`config.mk`:
```
export PLATFORM = sky130hd
export DESIGN_NAME = wpp_div_cell
export DESIGN_NICKNAME = d
export VERILOG_FILES = /design/src/hdl/wpp_pkg.sv /design/src/hdl/wpp_div_cell.sv
export SDC_FILE = /design/constraint.sdc
export NUM_CORES = 1
export LEC_CHECK = 0
export BUFFER_PORTS_ARGS = -buffer_cell sky130_fd_sc_hd__clkbuf_2
export CELL_PAD_IN_SITES_DETAIL_PLACEMENT = 1
export CELL_PAD_IN_SITES_GLOBAL_PLACEMENT = 2
export CORE_ASPECT_RATIO = 1.5
export CORE_MARGIN = 2
export CORE_UTILIZATION = 32
export CTS_BUF_LIST = sky130_fd_sc_hd__clkbuf_2 sky130_fd_sc_hd__clkbuf_4 sky130_fd_sc_hd__clkbuf_8
export CTS_CLUSTER_DIAMETER = 50
export DETAILED_ROUTE_END_ITERATION = 8
export PLACE_DENSITY = 0.83
export SETUP_SLACK_MARGIN = 0.1
export SYNTH_ARGS = -nofsm -noshare
export SYNTH_HDL_FRONTEND = slang
export SYNTH_SLANG_ARGS = --single-unit
```
`constraint.sdc`:
```
create_clock -name clk -period 3.4 [get_ports clk]
set_clock_uncertainty 0.1 [all_clocks]
set_input_delay 0.17 -clock clk [delete_from_list [all_inputs] [get_ports clk]]
set_output_delay 0.17 -clock clk [all_outputs]
set_load 0.005 [all_outputs]
```
`src/hdl/wpp_pkg.sv`:
```
// Shared types, widths and helpers for the world-to-pixel projection block.
// No dependencies; imported by every module of the block.
`timescale 1ns / 1ps
`default_nettype none

package wpp_pkg;

  localparam int TRIG_FRAC_BITS  = 16;
  localparam int FOCAL_FRAC_BITS = 8;
  localparam int TERM_W   = TRIG_FRAC_BITS + 2;
  localparam int ACC_W    = 2 * TERM_W + 1;
  localparam int PT_W     = 32;
  localparam int PROD_W   = PT_W + TERM_W;
  localparam int SUM3_W   = PROD_W + 2;
  localparam int ROT_W    = SUM3_W - TRIG_FRAC_BITS;
  localparam int FOCAL_W  = 24;
  localparam int NUM_W    = FOCAL_W + ROT_W + 1;
  localparam int MAG_W    = NUM_W - 1;
  localparam int DEN_W    = ROT_W - 1 + FOCAL_FRAC_BITS;
  localparam int QBITS    = 17;
  localparam int Q_W      = QBITS + 1;
  localparam int DSH_W    = DEN_W + QBITS;
  localparam int DIV_W    = (MAG_W > DSH_W) ? MAG_W : DSH_W;
  localparam int NCELLS   = Q_W;
  localparam int ANG_W    = 16;
  localparam int DIM_W    = 14;
  localparam int CFG_W    = 24;
  localparam int IDX_W    = 3;

  typedef logic signed [TERM_W-1:0] term_t;

  typedef enum logic [IDX_W-1:0] {
    REG_ROLL   = 3'd0,
    REG_PITCH  = 3'd1,
    REG_YAW    = 3'd2,
    REG_FOCALX = 3'd3,
    REG_FOCALY = 3'd4,
    REG_WIDTH  = 3'd5,
    REG_HEIGHT = 3'd6
  } reg_idx_t;

  // One divider cell's view of a transaction: both lanes share the divisor.
  typedef struct packed {
    logic             valid;
    logic             behind;
    logic             neg_x;
    logic             neg_y;
    logic [DIV_W-1:0] rem_x;
    logic [DIV_W-1:0] rem_y;
    logic [DIV_W-1:0] dsh;
    logic [Q_W-1:0]   q_x;
    logic [Q_W-1:0]   q_y;
  } cell_t;

  // Round half up by TRIG_FRAC_BITS and keep a term's width.
  function automatic term_t rnd_term(input logic signed [ACC_W-1:0] v);
    logic signed [ACC_W-1:0] t;
    t = v + (ACC_W'(1) << (TRIG_FRAC_BITS - 1));
    return t[TRIG_FRAC_BITS+TERM_W-1:TRIG_FRAC_BITS];
  endfunction

endpackage

`default_nettype wire

```
`src/hdl/wpp_div_cell.sv`:
```
// One cell of the divider row: one quotient bit for the x and y lanes,
// divisor shifted down for the next cell. Uses wpp_pkg::cell_t.
`timescale 1ns / 1ps
`default_nettype none

module wpp_div_cell (
  input  wire logic           clk,
  input  wire logic           rst_n,
  input  wire wpp_pkg::cell_t cell_i,
  output wpp_pkg::cell_t      cell_o
);
  import wpp_pkg::*;

  cell_t cell_r;
  logic  ge_x, ge_y;

  assign ge_x = cell_i.rem_x >= cell_i.dsh;
  assign ge_y = cell_i.rem_y >= cell_i.dsh;

  always_ff @(posedge clk) begin
    if (!rst_n) begin
      cell_r.valid <= 1'b0;
    end else begin
      cell_r.valid  <= cell_i.valid;
      cell_r.behind <= cell_i.behind;
      cell_r.neg_x  <= cell_i.neg_x;
      cell_r.neg_y  <= cell_i.neg_y;
      cell_r.rem_x  <= ge_x ? cell_i.rem_x - cell_i.dsh : cell_i.rem_x;
      cell_r.rem_y  <= ge_y ? cell_i.rem_y - cell_i.dsh : cell_i.rem_y;
      cell_r.dsh    <= cell_i.dsh >> 1;
      cell_r.q_x    <= {cell_i.q_x[Q_W-2:0], ge_x};
      cell_r.q_y    <= {cell_i.q_y[Q_W-2:0], ge_y};
    end
  end

  assign cell_o = cell_r;

endmodule

`default_nettype wire

```
==> run summary <==
Outcome = complete, no violations
Worst hold start = cell_i[36]
Synth top area share = 0.4333
Core ar. = 0.04673 mm2
Routability cong. = 0.8719
Synth unique cells = 70
WS Path Type = in2reg
EDFF count, synth = 218
Ports = 442
Syn-to-layout area delta = 48.69%
Worst Path Required = 3600 ps
Share of layout cells above drive strength 1 = 0.3034
Placed Cells = 2765
Post-Syn Nets = 1949
Crit path from = cell_i[53]
Worst min path class = in2reg
Leakage = 0.01033 uW
Setup Viol. Count Final = 0
CP startpoint kind = input port
Die area = 0.04900 mm2
Final hold vios = 0
CTS buffer count = 40
Drt first-iter violations = 752
Clk sinks = 219
Clock root buffer = clkbuf_8
Max Buffers Root-to-Sink = 3
Cells after Synth = 1605
First-pass DRT Iterations = 5
Final net count = 2777
Die Wd = 181.4 um
Max Fanout on Critical Path = 44
Final worst-path setup slack = 201.7 ps
Die Ht = 270.1 um
Max reg flops = 219
Final wirelength = 65560 um
Sequential element share of the synthesized area = 0.4346
Syn Area/Cell = 9.413 um2
Overall routing resource usage = 0.2577
Clk pin slew, worst setup/hold paths = 60 ps
Htree depth = 2
First-pass GRT wire length = 97430 um
Final Cycle Share = 0.9407
Antenna viol nets, final = 0
Vias in the first global route = 17335
CTS tree = done
Fillers = 5475
Yosys reg bits = 219
Async SR Flop Fraction = 0
Peak supply drop = 0.2742 mV
Yosys top cell by area = edfxtp_1
Post-Layout Cell Count = 3062
GR Overflow Total = 0
Post-Syn Area = 0.01511 mm2
IO Port Bufs = 438
Max Freq = 312.7 MHz
Row Count = 97
Yosys warning total = 0
Largest net degree at the start of global routing = 89
Hpwl dp = 50690 um
Initial Util = 0.3233
Vias per inst = 5.151
Max-slew headroom = 0.5415
Crit end category = flop
Most used DFF post-synth = edfxtp_1
Wire per inst = 21.41 um
Dpl ws = -454.5 ps
Arr. time, crit path = 3400 ps
Final Max Tran Viols = 0
Max cap viols = 0
RSZ-0062 raised after global routing = true
Cell Pwr Density = 407.6 mW/mm2
Routed vias = 15772
Tightest Pin Transition = 681.5 ps
Min Hold Slack = 98.06 ps
Synth area leaders = edfxtp_1 43%, ha_1 9.9%, o21ai_0 5.5%, nand2_1 5.3%, a21oi_1 5.1%
DRC = 0
Number of antenna violations at the first check in global routing = 6
Min Tclk post-route = 3198 ps
[where the power goes]
| group | switching [uW] | total (uW) | internal, uW |
|---|---|---|---|
| Clock | 1200 | 2550 | 1350 |
| Combinational | 1730 | 3140 | 1410 |
| Sequential | 109 | 3480 | 3370 |
| Total | 3040 | 9160 | 6120 |
[timing repair]
action | CTS | global route
endpoints found under the hold margin | 268 | 0
buffers inserted | 0 | 1
resized for setup | 0 | 28
setup endpoints to repair | 0 | 106
hold buffers | 218 | 0
[final timing paths]
kind,cells past startpoint,to
setup / recovery,16,cell_o[97]
hold / removal,3,cell_o[96]
[cells in the mapped netlist, drive strengths merged (35+ instances only)]
| master | count |
|---|---|
| xnor2 | 60 |
| a21o | 55 |
| o21ai | 173 |
| nand4 | 42 |
| nor2 | 62 |
| o21bai | 35 |
| a21oi | 155 |
| nand2 | 214 |
| edfxtp | 218 |
| inv | 95 |
| xor2 | 49 |
| ha | 120 |
| clkbuf | 55 |
[cell type report]
cell class | instances | area [um2] | share of cell area
timing repair buffer | 864 | 6037 | 0.2687
antenna | 6 | 15.01 | 0.0006684
inverter | 95 | 356.6 | 0.01587
tap | 594 | 743.2 | 0.03308
sequential | 219 | 6566 | 0.2923
clock inverter | 17 | 118.9 | 0.005291
multi-input combinational | 1213 | 7965 | 0.3546
clock buffer | 54 | 661.9 | 0.02946
[through the flow]
stage | util | TNS, ps | total power, uW | cell area, um2
after floorplan | - | 0 | 4963 | 15110
after global placement | 0.4139 | -19680 | 6314 | 19340
after detailed placement | 0.4139 | -23820 | 6386 | 19340
after CTS | 0.4773 | 0 | 9175 | 22300
after global routing | 0.4807 | 0 | 9653 | 22460
final | 0.4808 | 0 | 9157 | 22460
[logic make-up after synthesis]
logic type                 share of synthesized area
AOI/OAI and AO/OA                             0.2141
xor gates and xnor gates                     0.06319
adders and majority gates                     0.1020
buffers and inverters                        0.04547
DFF                                           0.4346
muxes                                       0.002236
other                                      0.0002482
and+or+nand+nor                               0.1381
[critical path, cell delays in order]
cell and delay [ps]:
dlygate4sd3_1 530, clkbuf_2 120, inv_1 90, ha_1 310, buf_4 130, nand3_1 100, o211ai_1 350, nand2_1 180
nand3_2 130, o211ai_2 140, a221oi_2 380, o31ai_4 100, buf_12 160, clkbuf_16 200, nand2_1 140, o21ai_1 110
[layout by cell type, fill, tap and decap left out, types with 5 or more instances in the layout]
cell type / instances
clkbuf_4: 13
dlygate4sd3_1: 218
nand2b_1: 15
inv_1: 94
a21oi_1: 151
clkinv_1: 8
o31ai_1: 5
clkbuf_8: 41
and4_1: 5
o211ai_1: 10
xnor2_1: 60
o21ai_1: 8
edfxtp_1: 218
diode_2: 6
o21ai_0: 163
nand4_1: 42
and3_1: 14
nor2_1: 61
clkbuf_2: 437
nand3_1: 27
o2111ai_1: 6
nor4_1: 5
o21a_1: 16
buf_4: 200
a211oi_1: 7
ha_1: 119
a31oi_1: 16
and2_1: 8
xor2_1: 49
buf_12: 5
clkinvlp_4: 6
o21bai_1: 34
nor3_1: 27
a21o_1: 55
nand2_1: 213
nor2b_1: 13
[per-layer routing]
layer | part of all wire | global-route usage | vias up
li1 | - | - | 7561
met1 | 0.35 | 0.2537 | 7587
met2 | 0.55 | 0.5094 | 450
met3 | 0.040 | 0.03196 | 174
met4 | 0.061 | 0.1472 | 0
met5 | 0 | 0 | -
Note: power is estimated with default switching activity, not from simulation.
